<file path="config.mk">
export PLATFORM = sky130hd
export DESIGN_NAME = ordered_insert_remove_list_core_flat
export DESIGN_NICKNAME = d
export VERILOG_FILES = /design/src/rtl/core/oirl_pkg.sv /design/src/rtl/core/oirl_req_if.sv /design/src/rtl/core/oirl_rsp_if.sv /design/src/rtl/core/ordered_insert_remove_list_core.sv /design/src/rtl/core/oirl_ctrl.sv /design/src/rtl/core/oirl_datapath.sv /design/src/flat_wrapper.sv
export VERILOG_INCLUDE_DIRS = /design/src /design/src/rtl/core
export SDC_FILE = /design/constraint.sdc
export NUM_CORES = 2
export LEC_CHECK = 0
export BUFFER_PORTS_ARGS = -buffer_cell sky130_fd_sc_hd__buf_2
export CAP_MARGIN = 30
export CORE_AREA = 10 10 371 642
export CTS_BUF_LIST = sky130_fd_sc_hd__clkbuf_8
export DETAILED_ROUTE_END_ITERATION = 16
export DIE_AREA = 0 0 381 652
export PLACE_DENSITY = 0.57
export SYNTH_ARGS = -nofsm -noshare
export SYNTH_HDL_FRONTEND = slang
export SYNTH_HIERARCHICAL = 1
export SYNTH_SLANG_ARGS = --single-unit
</file>
<file path="constraint.sdc">
create_clock -name clk -period 7.3 [get_ports clk]
set_input_delay 0 -clock clk [delete_from_list [all_inputs] [get_ports clk]]
set_output_delay 0 -clock clk [all_outputs]
set_load 0.03 [all_outputs]
</file>
<file path="src/rtl/core/ordered_insert_remove_list_core_assert.svh">
// Assertion macros for the list core datapath.
// Both take the clock clk and the synchronous reset rst from the enclosing module.
`ifndef ORDERED_INSERT_REMOVE_LIST_CORE_ASSERT_SVH
`define ORDERED_INSERT_REMOVE_LIST_CORE_ASSERT_SVH

// Same-cycle implication.
`define OIRL_ASSERT_NOW(name, ante, cons, msg) \
  name: assert property (@(posedge clk) disable iff (rst) (ante) |-> (cons)) \
    else $error(msg);

// Next-cycle implication.
`define OIRL_ASSERT_NEXT(name, ante, cons, msg) \
  name: assert property (@(posedge clk) disable iff (rst) (ante) |=> (cons)) \
    else $error(msg);

`endif

</file>
<file path="src/rtl/core/oirl_pkg.sv">
// ----------------------------------------------------------------------------
// oirl_pkg
// Types, constants and control structs for the ordered insert/remove list.
// ----------------------------------------------------------------------------
package oirl_pkg;

  localparam int CAPACITY   = 64;
  localparam int ELEM_WIDTH = 32;
  localparam int ADDR_W     = $clog2(CAPACITY);
  localparam int CNT_W      = $clog2(CAPACITY + 1);
  localparam int POS_W      = 6;
  localparam int LIMIT_W    = 7;

  typedef enum logic [1:0] {
    ACT_CLEAR  = 2'd0,
    ACT_INSERT = 2'd1,
    ACT_REMOVE = 2'd2,
    ACT_READ   = 2'd3
  } action_t;

  typedef enum logic [1:0] {
    ST_OK      = 2'd0,
    ST_INVALID = 2'd1,
    ST_FULL    = 2'd2
  } status_t;

  typedef enum logic [2:0] {
    S_IDLE,
    S_DECODE,
    S_CHECK,
    S_MOVE_RD,
    S_MOVE_WR,
    S_PUT,
    S_FETCH,
    S_RESULT
  } state_t;

  // Controller to datapath
  typedef struct packed {
    logic load;
    logic decode;
    logic move_rd;
    logic move_wr;
    logic put;
    logic fetch;
    logic emit;
  } dp_cmd_t;

  // Datapath to controller
  typedef struct packed {
    action_t act;
    logic    dec_ok;
    logic    more_now;
    logic    more_step;
    logic    out_free;
  } dp_stat_t;

endpackage

</file>
<file path="src/rtl/core/oirl_req_if.sv">
// ----------------------------------------------------------------------------
// oirl_req_if
// Request channel: one list action per beat.
// ----------------------------------------------------------------------------
interface oirl_req_if import oirl_pkg::*; ();
  logic                  valid;
  logic                  ready;
  logic [1:0]            action;
  logic [POS_W-1:0]      position;
  logic                  use_last;
  logic [ELEM_WIDTH-1:0] element;

  modport source (output valid, output action, output position, output use_last,
                  output element, input ready);
  modport sink   (input valid, input action, input position, input use_last,
                  input element, output ready);
endinterface

</file>
<file path="src/rtl/core/oirl_rsp_if.sv">
// ----------------------------------------------------------------------------
// oirl_rsp_if
// Response channel: one result per beat.
// ----------------------------------------------------------------------------
interface oirl_rsp_if import oirl_pkg::*; ();
  logic                  valid;
  logic                  ready;
  logic [1:0]            status;
  logic [ELEM_WIDTH-1:0] read_element;
  logic [CNT_W-1:0]      entry_count;
  logic                  is_full;
  logic                  is_empty;

  modport source (output valid, output status, output read_element,
                  output entry_count, output is_full, output is_empty, input ready);
  modport sink   (input valid, input status, input read_element,
                  input entry_count, input is_full, input is_empty, output ready);
endinterface

</file>
<file path="src/rtl/core/ordered_insert_remove_list_core.sv">
// ----------------------------------------------------------------------------
// ordered_insert_remove_list_core
// Bounded ordered list with insert, remove and read at an index.
// ----------------------------------------------------------------------------
// Usage:
//   req carries one action per beat (clear, insert, remove, read) with a
//   position, a use-last flag and the element to insert. rsp returns one beat
//   per request: status, read element, count after the action, full, empty.
//   cfg_we/cfg_data write the capacity limit (values above 64 act as 64);
//   write it only while no request is in flight.
// Sequencing:
//   One request at a time. Clear and failed actions go from decode straight to
//   the result; a read fetches the entry first. Insert and remove check for
//   entries to shift and move each one (up to 63) with a read and then a write
//   on the entry memory; insert then puts the new element. The next request
//   is accepted once the result is registered.
// Reset:
//   rst clears the count and sets the capacity limit to 64. Entry contents
//   are not cleared; no initialization pass is needed.
// Stall:
//   A finished result sits in the output register; the next request is still
//   accepted and worked, and its result waits until rsp.ready takes the beat.
// ----------------------------------------------------------------------------
module ordered_insert_remove_list_core import oirl_pkg::*; (
  input  logic               clk,
  input  logic               rst,
  input  logic               cfg_we,
  input  logic [LIMIT_W-1:0] cfg_data,
  oirl_req_if.sink           req,
  oirl_rsp_if.source         rsp
);

  dp_cmd_t  cmd;
  dp_stat_t stat;
  logic     ready;

  assign req.ready = ready;

  oirl_ctrl u_ctrl (
    .clk       (clk),
    .rst       (rst),
    .req_valid (req.valid),
    .req_ready (ready),
    .stat      (stat),
    .cmd       (cmd)
  );

  oirl_datapath u_datapath (
    .clk      (clk),
    .rst      (rst),
    .cfg_we   (cfg_we),
    .cfg_data (cfg_data),
    .act_in   (req.action),
    .pos_in   (req.position),
    .last_in  (req.use_last),
    .elem_in  (req.element),
    .cmd      (cmd),
    .stat     (stat),
    .rsp      (rsp)
  );

endmodule

</file>
<file path="src/rtl/core/oirl_ctrl.sv">
// ----------------------------------------------------------------------------
// oirl_ctrl
// Sequencer: decodes an action, steps entry moves one read/write pair at a
// time, and hands the result to the output register.
// ----------------------------------------------------------------------------
module oirl_ctrl import oirl_pkg::*; (
  input  logic     clk,
  input  logic     rst,
  input  logic     req_valid,
  output logic     req_ready,
  input  dp_stat_t stat,
  output dp_cmd_t  cmd
);

  state_t state, state_next;

  always_ff @(posedge clk) begin
    if (rst) begin
      state <= S_IDLE;
    end else begin
      state <= state_next;
    end
  end

  always_comb begin
    state_next = state;
    case (state)
      S_IDLE: begin
        if (req_valid) state_next = S_DECODE;
      end
      S_DECODE: begin
        if (!stat.dec_ok || stat.act == ACT_CLEAR) begin
          state_next = S_RESULT;
        end else if (stat.act == ACT_READ) begin
          state_next = S_FETCH;
        end else begin
          state_next = S_CHECK;
        end
      end
      S_CHECK: begin
        if (stat.more_now) begin
          state_next = S_MOVE_RD;
        end else if (stat.act == ACT_INSERT) begin
          state_next = S_PUT;
        end else begin
          state_next = S_RESULT;
        end
      end
      S_MOVE_RD: state_next = S_MOVE_WR;
      S_MOVE_WR: begin
        if (stat.more_step) begin
          state_next = S_MOVE_RD;
        end else if (stat.act == ACT_INSERT) begin
          state_next = S_PUT;
        end else begin
          state_next = S_RESULT;
        end
      end
      S_PUT:   state_next = S_RESULT;
      S_FETCH: state_next = S_RESULT;
      S_RESULT: begin
        if (stat.out_free) state_next = S_IDLE;
      end
      default: state_next = S_IDLE;
    endcase
  end

  always_comb begin
    cmd       = '0;
    req_ready = 1'b0;
    case (state)
      S_IDLE: begin
        req_ready = 1'b1;
        cmd.load  = req_valid;
      end
      S_DECODE:  cmd.decode  = 1'b1;
      S_MOVE_RD: cmd.move_rd = 1'b1;
      S_MOVE_WR: cmd.move_wr = 1'b1;
      S_PUT:     cmd.put     = 1'b1;
      S_FETCH:   cmd.fetch   = 1'b1;
      S_RESULT:  cmd.emit    = stat.out_free;
      default: ;
    endcase
  end

endmodule

</file>
<file path="src/rtl/core/oirl_datapath.sv">
// ----------------------------------------------------------------------------
// oirl_datapath
// Entry memory, count, capacity register, position decode and the output
// register of the response channel.
// ----------------------------------------------------------------------------
module oirl_datapath import oirl_pkg::*; (
  input  logic                  clk,
  input  logic                  rst,
  input  logic                  cfg_we,
  input  logic [LIMIT_W-1:0]    cfg_data,
  input  logic [1:0]            act_in,
  input  logic [POS_W-1:0]      pos_in,
  input  logic                  last_in,
  input  logic [ELEM_WIDTH-1:0] elem_in,
  input  dp_cmd_t               cmd,
  output dp_stat_t              stat,
  oirl_rsp_if.source            rsp
);

  `include "ordered_insert_remove_list_core_assert.svh"

  logic [ELEM_WIDTH-1:0] mem [CAPACITY];
  logic [ELEM_WIDTH-1:0] rdata;

  logic [LIMIT_W-1:0]    capacity_limit;
  logic [CNT_W-1:0]      count;
  action_t               act;
  logic [POS_W-1:0]      pos;
  logic                  last;
  logic [ELEM_WIDTH-1:0] elem;
  logic [CNT_W-1:0]      peff;
  logic [CNT_W-1:0]      idx;
  status_t               stat_code;
  logic                  out_valid;

  logic [CNT_W-1:0]      dec_pos;
  logic                  dec_pos_ok;
  status_t               dec_stat;
  logic [LIMIT_W-1:0]    eff_limit;
  logic                  at_limit;
  logic [CNT_W:0]        idx_plus1;
  logic [CNT_W-1:0]      rd_addr;
  logic [CNT_W-1:0]      wr_addr;

  assign eff_limit = (capacity_limit > LIMIT_W'(CAPACITY)) ? LIMIT_W'(CAPACITY)
                                                          : capacity_limit;
  assign at_limit  = LIMIT_W'(count) >= eff_limit;

  // Resolve the effective position and status for this action
  always_comb begin
    dec_pos    = {1'b0, pos};
    dec_pos_ok = 1'b1;
    if (last) begin
      if (act == ACT_INSERT) begin
        dec_pos = count;
      end else begin
        dec_pos    = count - CNT_W'(1);
        dec_pos_ok = (count != '0);
      end
    end
    case (act)
      ACT_CLEAR:  dec_stat = ST_OK;
      ACT_INSERT: begin
        if (dec_pos > count) begin
          dec_stat = ST_INVALID;
        end else if (at_limit) begin
          dec_stat = ST_FULL;
        end else begin
          dec_stat = ST_OK;
        end
      end
      default: begin
        dec_stat = (!dec_pos_ok || dec_pos >= count) ? ST_INVALID : ST_OK;
      end
    endcase
  end

  assign idx_plus1 = {1'b0, idx} + (CNT_W+1)'(1);

  // A remove has already dropped the count, so move while idx is below it
  assign stat.act      = act;
  assign stat.dec_ok   = (dec_stat == ST_OK);
  assign stat.more_now = (act == ACT_INSERT) ? (idx > peff)
                                             : (idx < count);
  assign stat.more_step = (act == ACT_INSERT) ? ((idx - CNT_W'(1)) > peff)
                                              : (idx_plus1 < {1'b0, count});
  assign stat.out_free = !out_valid || rsp.ready;

  assign rd_addr = cmd.fetch ? peff
                 : ((act == ACT_INSERT) ? (idx - CNT_W'(1)) : idx_plus1[CNT_W-1:0]);
  assign wr_addr = cmd.put ? peff : idx;

  // Entry memory: one write port, one registered read port
  always_ff @(posedge clk) begin
    if (cmd.move_wr) begin
      mem[wr_addr[ADDR_W-1:0]] <= rdata;
    end else if (cmd.put) begin
      mem[wr_addr[ADDR_W-1:0]] <= elem;
    end
    if (cmd.move_rd || cmd.fetch) begin
      rdata <= mem[rd_addr[ADDR_W-1:0]];
    end
  end

  // Latched item and working registers
  always_ff @(posedge clk) begin
    if (cmd.load) begin
      act  <= action_t'(act_in);
      pos  <= pos_in;
      last <= last_in;
      elem <= elem_in;
    end
    if (cmd.decode) begin
      stat_code <= dec_stat;
      peff      <= dec_pos;
      if (act == ACT_INSERT) begin
        idx <= count;
      end else begin
        idx <= dec_pos;
      end
    end else if (cmd.move_wr) begin
      idx <= (act == ACT_INSERT) ? (idx - CNT_W'(1)) : idx_plus1[CNT_W-1:0];
    end
  end

  always_ff @(posedge clk) begin
    if (rst) begin
      capacity_limit <= LIMIT_W'(CAPACITY);
      count          <= '0;
    end else begin
      if (cfg_we) begin
        capacity_limit <= cfg_data;
      end
      if (cmd.decode && dec_stat == ST_OK) begin
        if (act == ACT_CLEAR) begin
          count <= '0;
        end else if (act == ACT_REMOVE) begin
          count <= count - CNT_W'(1);
        end
      end else if (cmd.put) begin
        count <= count + CNT_W'(1);
      end
    end
  end

  // Output register: hold until the beat is taken
  always_ff @(posedge clk) begin
    if (rst) begin
      out_valid <= 1'b0;
    end else if (cmd.emit) begin
      out_valid <= 1'b1;
    end else if (rsp.ready) begin
      out_valid <= 1'b0;
    end
  end

  always_ff @(posedge clk) begin
    if (cmd.emit) begin
      rsp.status       <= stat_code;
      rsp.read_element <= (act == ACT_READ && stat_code == ST_OK) ? rdata : '0;
      rsp.entry_count  <= count;
      rsp.is_full      <= at_limit;
      rsp.is_empty     <= (count == '0);
    end
  end

  assign rsp.valid = out_valid;

  `OIRL_ASSERT_NOW(a_count_bound, 1'b1, count <= CNT_W'(CAPACITY), "count above capacity")
  `OIRL_ASSERT_NEXT(a_put_inc, cmd.put, count == $past(count) + CNT_W'(1), "insert lost count")
  `OIRL_ASSERT_NOW(a_move_range, cmd.move_wr, idx < CNT_W'(CAPACITY), "move index out of range")
  `OIRL_ASSERT_NOW(a_emit_free, cmd.emit, !out_valid || rsp.ready, "result overwrote pending beat")

endmodule
</file>
<file path="src/flat_wrapper.sv">
// flat-port wrapper written by rule: the top's interface ports become plain ports
module ordered_insert_remove_list_core_flat import oirl_pkg::*;
  (clk, rst, cfg_we, cfg_data, req_valid, req_action, req_position, req_use_last, req_element, req_ready, rsp_valid, rsp_status, rsp_read_element, rsp_entry_count, rsp_is_full, rsp_is_empty, rsp_ready);
  oirl_req_if req_i ();
  oirl_rsp_if rsp_i ();
  input  logic clk;
  input  logic rst;
  input  logic cfg_we;
  input  logic [LIMIT_W-1:0] cfg_data;
  input wire logic [$bits(req_i.valid)-1:0] req_valid;
  input wire logic [$bits(req_i.action)-1:0] req_action;
  input wire logic [$bits(req_i.position)-1:0] req_position;
  input wire logic [$bits(req_i.use_last)-1:0] req_use_last;
  input wire logic [$bits(req_i.element)-1:0] req_element;
  output wire logic [$bits(req_i.ready)-1:0] req_ready;
  output wire logic [$bits(rsp_i.valid)-1:0] rsp_valid;
  output wire logic [$bits(rsp_i.status)-1:0] rsp_status;
  output wire logic [$bits(rsp_i.read_element)-1:0] rsp_read_element;
  output wire logic [$bits(rsp_i.entry_count)-1:0] rsp_entry_count;
  output wire logic [$bits(rsp_i.is_full)-1:0] rsp_is_full;
  output wire logic [$bits(rsp_i.is_empty)-1:0] rsp_is_empty;
  input wire logic [$bits(rsp_i.ready)-1:0] rsp_ready;
  assign req_i.valid = req_valid;
  assign req_i.action = req_action;
  assign req_i.position = req_position;
  assign req_i.use_last = req_use_last;
  assign req_i.element = req_element;
  assign req_ready = req_i.ready;
  assign rsp_valid = rsp_i.valid;
  assign rsp_status = rsp_i.status;
  assign rsp_read_element = rsp_i.read_element;
  assign rsp_entry_count = rsp_i.entry_count;
  assign rsp_is_full = rsp_i.is_full;
  assign rsp_is_empty = rsp_i.is_empty;
  assign rsp_i.ready = rsp_ready;
  ordered_insert_remove_list_core u_core (.clk(clk), .rst(rst), .cfg_we(cfg_we), .cfg_data(cfg_data), .req(req_i), .rsp(rsp_i));
endmodule
</file>
======== Word-level counts from Yosys, hierarchy flattened ========
Memory sizes are Yosys's and may differ from the RTL's. A register that Yosys moved wholly into a read port is not among the register bits.
Index checks and enable logic that the tools add are counted.
word-level totals
  register bits after elaboration ......... 118
  memory bits (writable) .................. 2048
  bits of input ports ..................... 53
  output and inout bits ................... 45
  word-level logic and storage cells ...... 109
  memories ................................ 1
operators by class
  add/subtract/negate cells ............... 4
  $lt $le $gt $ge ......................... 8
  eq/ne operators ......................... 13
  muxes and demuxes ....................... 45
  bitwise operators ....................... 1
  reductions and logical operators ........ 21
memory list
  name                   depth  bits a word  read ports  clocked after Yosys merged registers in  wr ports  RTL line             source
  u_core.u_datapath.mem  64     32           1           1                                        1         oirl_datapath.sv:22  logic [ELEM_WIDTH-1:0] mem [CAPACITY];
operators with widths
  cell                                                                 number
  7-bit two-way mux                                                    11
  32-bit two-way mux                                                   1
  7-bit greater-than comparator                                        3
  3-bit one-hot mux with 7 select lines                                1
  1-bit two-way mux                                                    20
  3-bit two-way mux                                                    6
  7-bit >= comparator                                                  2
  7-bit by 1-bit subtractor with 7-bit output (second input constant)  2
  3-bit == test (second input constant)                                4
  6-bit two-way mux                                                    2
  7-bit by 1-bit adder with 8-bit output (second input constant)       1
  8-bit by 7-bit less-than comparator with 1-bit output                1
  7-bit by 1-bit adder with 7-bit output (second input constant)       1
  7-bit greater-than comparator (second input constant)                1
  7-bit logical NOT                                                    1
  7-bit less-than comparator                                           1
  7-bit nonzero test                                                   1
  3-bit by 2-bit == test with 1-bit output (second input constant)     2
  2-bit logical NOT                                                    3
  2-bit two-way mux                                                    3
  2-bit nonzero test                                                   3
  2-bit == test (second input constant)                                2
  1-bit logical OR                                                     4
  2-bit inequality test (second input constant)                        2
  10 further kinds                                                     14

======== Logic depth before layout (Yosys ltp) ========
  depth after elaboration ................. 12
  mapped depth ............................ 17
  depth with buffers taken out ............ 16

======== Hierarchy ========
The synthesis kept the hierarchy.
modules (own cells, without submodules)
  module         times used  cells each  area an instance (sq um)  seq. area each (sq um)
  oirl_datapath  1           4785        85592.1                   65763.1
  oirl_ctrl      1           37          284.0                     60.1

======== Worst setup path after synthesis ========
No wires, ideal clock.
  kind .................................... flip-flop to flip-flop
  start ................................... reg u_core.u_datapath.count[1]
  end ..................................... reg u_core.u_datapath.count[3]
  setup time .............................. 0.071 ns
  data arrival time ....................... 3.620 ns
  required time ........................... 7.229 ns
  path slack .............................. 3.609 ns
  cell stages (with the launch flop) ...... 15
  path buffers ............................ 0
  period minus slack after synthesis ...... 3.691 ns
  path through ............................ dfxtp_1 inv_1 ha_1 nor3b_1 nand2_1 xnor2_1 a21oi_1 ha_1 a211oi_1 o21bai_1 nor4_2 o221ai_2 or3_1 a211o_1 a21oi_1
on the way
  longest elaborated chain between the ends .. 11
  elaborated cells between the ends (all ways) .. 25
  classes of those cells .................. 2 x add/sub; 3 x order compare; 1 x eq/ne; 12 x mux; 7 x reduce/logical
RTL lines
  what                                                                                              RTL line              source
  from (decl)                                                                                       oirl_datapath.sv:26   logic [CNT_W-1:0] count;
  from (signal assigned)                                                                            oirl_datapath.sv:138  count <= count - CNT_W'(1);
  from (signal assigned)                                                                            oirl_datapath.sv:141  count <= count + CNT_W'(1);
  7-bit by 1-bit subtractor with 7-bit output *                                                     oirl_datapath.sv:57   dec_pos = count - CNT_W'(1);
  7-bit two-way mux *                                                                               oirl_datapath.sv:54   if (act == ACT_INSERT) begin
  7-bit two-way mux *                                                                               oirl_datapath.sv:53   if (last) begin
  net u_core.u_datapath.dec_pos[4]                                                                  oirl_datapath.sv:36   logic [CNT_W-1:0] dec_pos;
  7-bit >= comparator                                                                               oirl_datapath.sv:73   dec_stat = (!dec_pos_ok || dec_pos >= count) ? ST_INVALID : ST_OK;
  1-bit logical OR                                                                                  oirl_datapath.sv:73
  1-bit two-way mux                                                                                 oirl_datapath.sv:73
  2-bit one-hot mux with 2 select lines *                                                           oirl_datapath.sv:61   case (act)
  2-bit logical NOT *                                                                               oirl_datapath.sv:134  if (cmd.decode && dec_stat == ST_OK) begin
  1-bit logical AND *                                                                               oirl_datapath.sv:134
  3-bit by 1-bit inequality test with 1-bit output (no line) or 2-bit nonzero test (tied branches)  -
  2-bit AND reduction (no line)                                                                     -
Mark *: on every way through the listed nets, which the timed path passes. The rest lies on a longest branch. The select of a mux whose other input is x is not followed.
A chain may end at the register's enable or synchronous reset.

======== Worst setup path after layout ========
  start ................................... reg u_core.u_datapath.act[1]
  end ..................................... reg u_core.u_datapath.rdata[25], read port of u_core.u_datapath.mem, data pin
on the way
  longest elaborated chain between the ends .. 3
RTL lines
  what                                      RTL line              source
  from (decl)                               oirl_datapath.sv:27   action_t act;
  from (signal assigned)                    oirl_datapath.sv:108  act <= action_t'(act_in);
  2-bit by 1-bit == test with 1-bit output  oirl_datapath.sv:90   : ((act == ACT_INSERT) ? (idx - CNT_W'(1)) : idx_plus1[CNT_W-1:0]);
  7-bit two-way mux                         -
  6-bit two-way mux                         oirl_datapath.sv:89   assign rd_addr = cmd.fetch ? peff
  to (decl)                                 oirl_datapath.sv:23   logic [ELEM_WIDTH-1:0] rdata;
No other way between the ends.

==> impl_metrics.csv <==
group,metric,value,unit
worst_hold_path,min_path_type,"in2reg",
yosys,syn_inst,4822,
global_routing,grt_usage,0.1926,
yosys,ys_ff_latch,2198,
die,start_util,0.3773,
clock_network,cts_sinks,2198,
sta,rsz0062_at_grt,"false",
final_layout,fillers,20060,
yosys,yosysWarnings,6,
clock_network,clockRootBuffer,"clkbuf_8",
detailed_routing,drcViolationCount,0,
sta,timing.final.max_slew_violations,0,
yosys,synthDistinctLibCells,59,
detailed_routing,totalWireLength,244700,um
critical_path,crit_path_max_fanout,64,
global_routing,grt_max_degree,139,
flow_run,cap_violations,0,
global_routing,grt_antenna_before_repair,6,
global_routing,grt_pass1_vias,48640,
detailed_routing,drt_iter0_drc,4664,
detailed_routing,ant_nets,0,
clock_network,cts_buffer_depth,4,
sta,period_needed,5.223,ns
yosys,synth-edff-count,2180,
critical_path,required,7.89,ns
critical_path,cp-end-kind,"register",
final_layout,drive_gt1_frac,0.2081,
sta,relSlewSlack,0.2648,
die,dieHeight,652,um
final_layout,multi_input_area,19390,um2
yosys,synth-main-ff-cell,"edfxtp_1",
clock_network,ctsResizeCount,0,
yosys,ys_seq_area_frac,0.7665,
critical_path,start_kind,"register",
yosys,synth.net_count,4919,
power,seqPwrFrac,0.377,
run_status,status,"completed",
clock_network,clock_latency,0.94,ns
clock_network,cts_tree,"built",
power,combinationalPowerShare,0.422,
detailed_routing,routed_via_density,5.586,
clock_network,post-cts-setup-buffers,0,
die,fp-row-count,232,
final_layout,seqCellArea,65820,um2
power,p_per_area,437.9,nW/um2
critical_path,arrival,5.81,ns
die,coreArea,227600,um2
sta,setup_violations,0,
clock_network,clkTransAtPathRegs,0.08,ns
die,pin_count,98,
final_layout,num-nets-final,5340,
place,dp_hpwl,141600,um
power,clkPwrFrac,0.200,
power,p_leak,31.35,nW
sta,max_slew.worst_pin.slew,1.093,ns
sta,layout_worst_path_cycle_share,0.7155,
power,switchingPower,16.76,mW
clock_network,cts-buffers-inserted,295,
clock_network,cts_hold_buf,120,
sta,max_freq,191.5,MHz
final_layout,area_growth,13.75,%
critical_path,path_class,"reg2reg",
detailed_routing,vias,47480,
die,die_area,248400,um2
sta,clock-skew-final,0.07493,ns
die,die_w,381,um
sta,setup_tns,0,ns
global_routing,grt.overflow.total,0,
clock_network,htree_levels,5,
detailed_routing,wl_per_cell,28.79,um
power,p_total,42.77,mW
place,gp_congestion,0.8149,
power,power_switching_share,0.3918,
yosys,async_reset_ff_frac,0,
global_routing,grt_first_pass_wirelength,352700,um
power,p_int,26.01,mW
place,io_buffers,97,
detailed_routing,drt-pass1-iter-count,6,
yosys,avgSynthCellArea,17.81,um2
power,ir_drop,472.8,uV
sta,hold_viol,0,
yosys,syn_area,85880,um2
worst max-delay path, cell delays in order, from the launching register on:
cell and delay, ns:
edfxtp_1 0.61, and2b_1 0.68, xnor2_1 0.26, mux2_8 0.66, buf_4 0.64, buf_4 0.46
mux4_2 0.36, nand2_1 0.08, a21oi_1 0.07, nor4_1 0.78, a22oi_1 0.26
sequential cells by signal, indices dropped and copies added (netlist names), 3 cells and up:
signal / flops
u_core/u_datapath/rdata: 32
u_core/u_datapath/count: 7
u_core/u_datapath/peff: 7
u_core/u_datapath/capacity_limit: 7
u_core/u_datapath/rsp.read_element: 32
u_core/u_datapath/rsp.entry_count: 7
u_core/u_datapath/elem: 32
u_core/u_datapath/idx: 7
u_core/u_ctrl/state: 3
u_core/u_datapath/mem: 2048
u_core/u_datapath/pos: 6
cell families after synthesis:
group	synth area share
muxes	0.1118
and+or+nand+nor	0.06692
adders and majority gates	0.006411
xor gates and xnor gates	0.001734
buffers and inverters	0.01488
DFF	0.7665
AOI/OAI and AO/OA	0.03173
path summary, 6_finish.rpt:
path / start / to / slack (ns) / cells past startpoint
max: u_core/u_datapath/act[1] / u_core/u_datapath/rdata[25] / 2.08 / 10
min: req_valid / u_core/u_datapath/elem[26] / 0.14 / 3
min reg2reg: u_core/u_datapath/stat_code[1] / u_core/u_datapath/rsp.status[1] / 0.49 / 0
max reg2reg: u_core/u_datapath/act[1] / u_core/u_datapath/rdata[25] / 2.08 / 10
synth_stat cells, drive strengths merged (12+ instances only):
cell type,number,area share
a22oi,32,0.0028
nand3,164,0.0096
nand2,908,0.040
edfxtp,2180,0.76
and2,36,0.0026
mux4,384,0.10
clkbuf,144,0.0063
nor2,109,0.0049
nand2b,15,0.0011
ha,44,0.0064
a2111oi,14,0.0014
inv,24,0.0010
a32oi,39,0.0040
nand4,29,0.0021
a31oi,71,0.0052
mux2i,55,0.0064
xnor2,12,0.0012
nor3,12,0.00070
buf,125,0.0075
dfxtp,18,0.0042
nor2b,12,0.00087
nor4,53,0.0039
o21ai,29,0.0017
a21oi,207,0.012
mux2,36,0.0047
through the flow:
stage                     worst slack [ns]    util  area, um2  hold WS [ns]  instances
after floorplan                      3.609       -      85880       0.06244       4822
after global placement               1.749  0.3999      91020        0.1765       7853
after detailed placement             2.072  0.4007      91200        0.1785       7862
after CTS                            2.038  0.4287      97570       0.06659       8490
after global routing                 1.748  0.4292      97680        0.1523       8497
final                                2.077  0.4292      97680        0.1375       8500
placed cells by master (no fill, tap or decap), drive strengths merged, types with 3 or more instances in the layout:
master       synthesis  layout
inv                 24     117
mux2                36      36
a31oi               71      71
clkinvlp             0       8
xor2                 5       5
a22oi               32      32
or2                  3       3
edfxtp            2180    2180
dlygate4sd3          0     120
buf                125     272
nor3                12      12
a32oi               39      39
nand2              908     908
nor3b                7       7
clkinv               0      97
a21oi              207     207
o21a                11      11
nor4                53      53
o21ai               29      29
diode                0       4
nand2b              15      15
clkbuf             144     305
and2                36      36
mux4               384     384
mux2i               55      55
bufinv               0       5
nand3              164     164
a211oi               5       5
a2111oi             14      14
a21o                11      11
o32ai                3       3
xnor2               12      12
nor2               109     109
nor2b               12      12
a311oi               3       3
nand4               29      29
ha                  44      44
dfxtp               18      18
area by class of cell:
cell class | count | share of cell area
sequential | 2198 | 0.6738
multi-input combinational | 2331 | 0.1985
clock buffer | 305 | 0.04297
tap | 3042 | 0.03896
timing repair buffer | 393 | 0.03472
clock inverter | 203 | 0.009965
inverter | 24 | 0.0009222
antenna | 4 | 0.0001025
power groups by stage:
stage	Clock, mW	Sequential, mW	Combinational (mW)
floorplan	0	16.2	11.2
global placement	0	16.4	17.7
detailed placement	0	16.4	18.0
CTS	8.78	16.2	18.1
global route	9.28	16.2	19.2
finish	8.57	16.1	18.1
per-layer routing:
layer  vias to the layer above  part of all wire  track usage
met5                         -          0.000029            0
met2                      1940              0.52       0.3438
met4                         2             0.036      0.06868
met3                       427             0.063      0.02560
li1                      19810                 -            -
met1                     25300              0.38       0.2386
(Power assumes the default switching activity.)
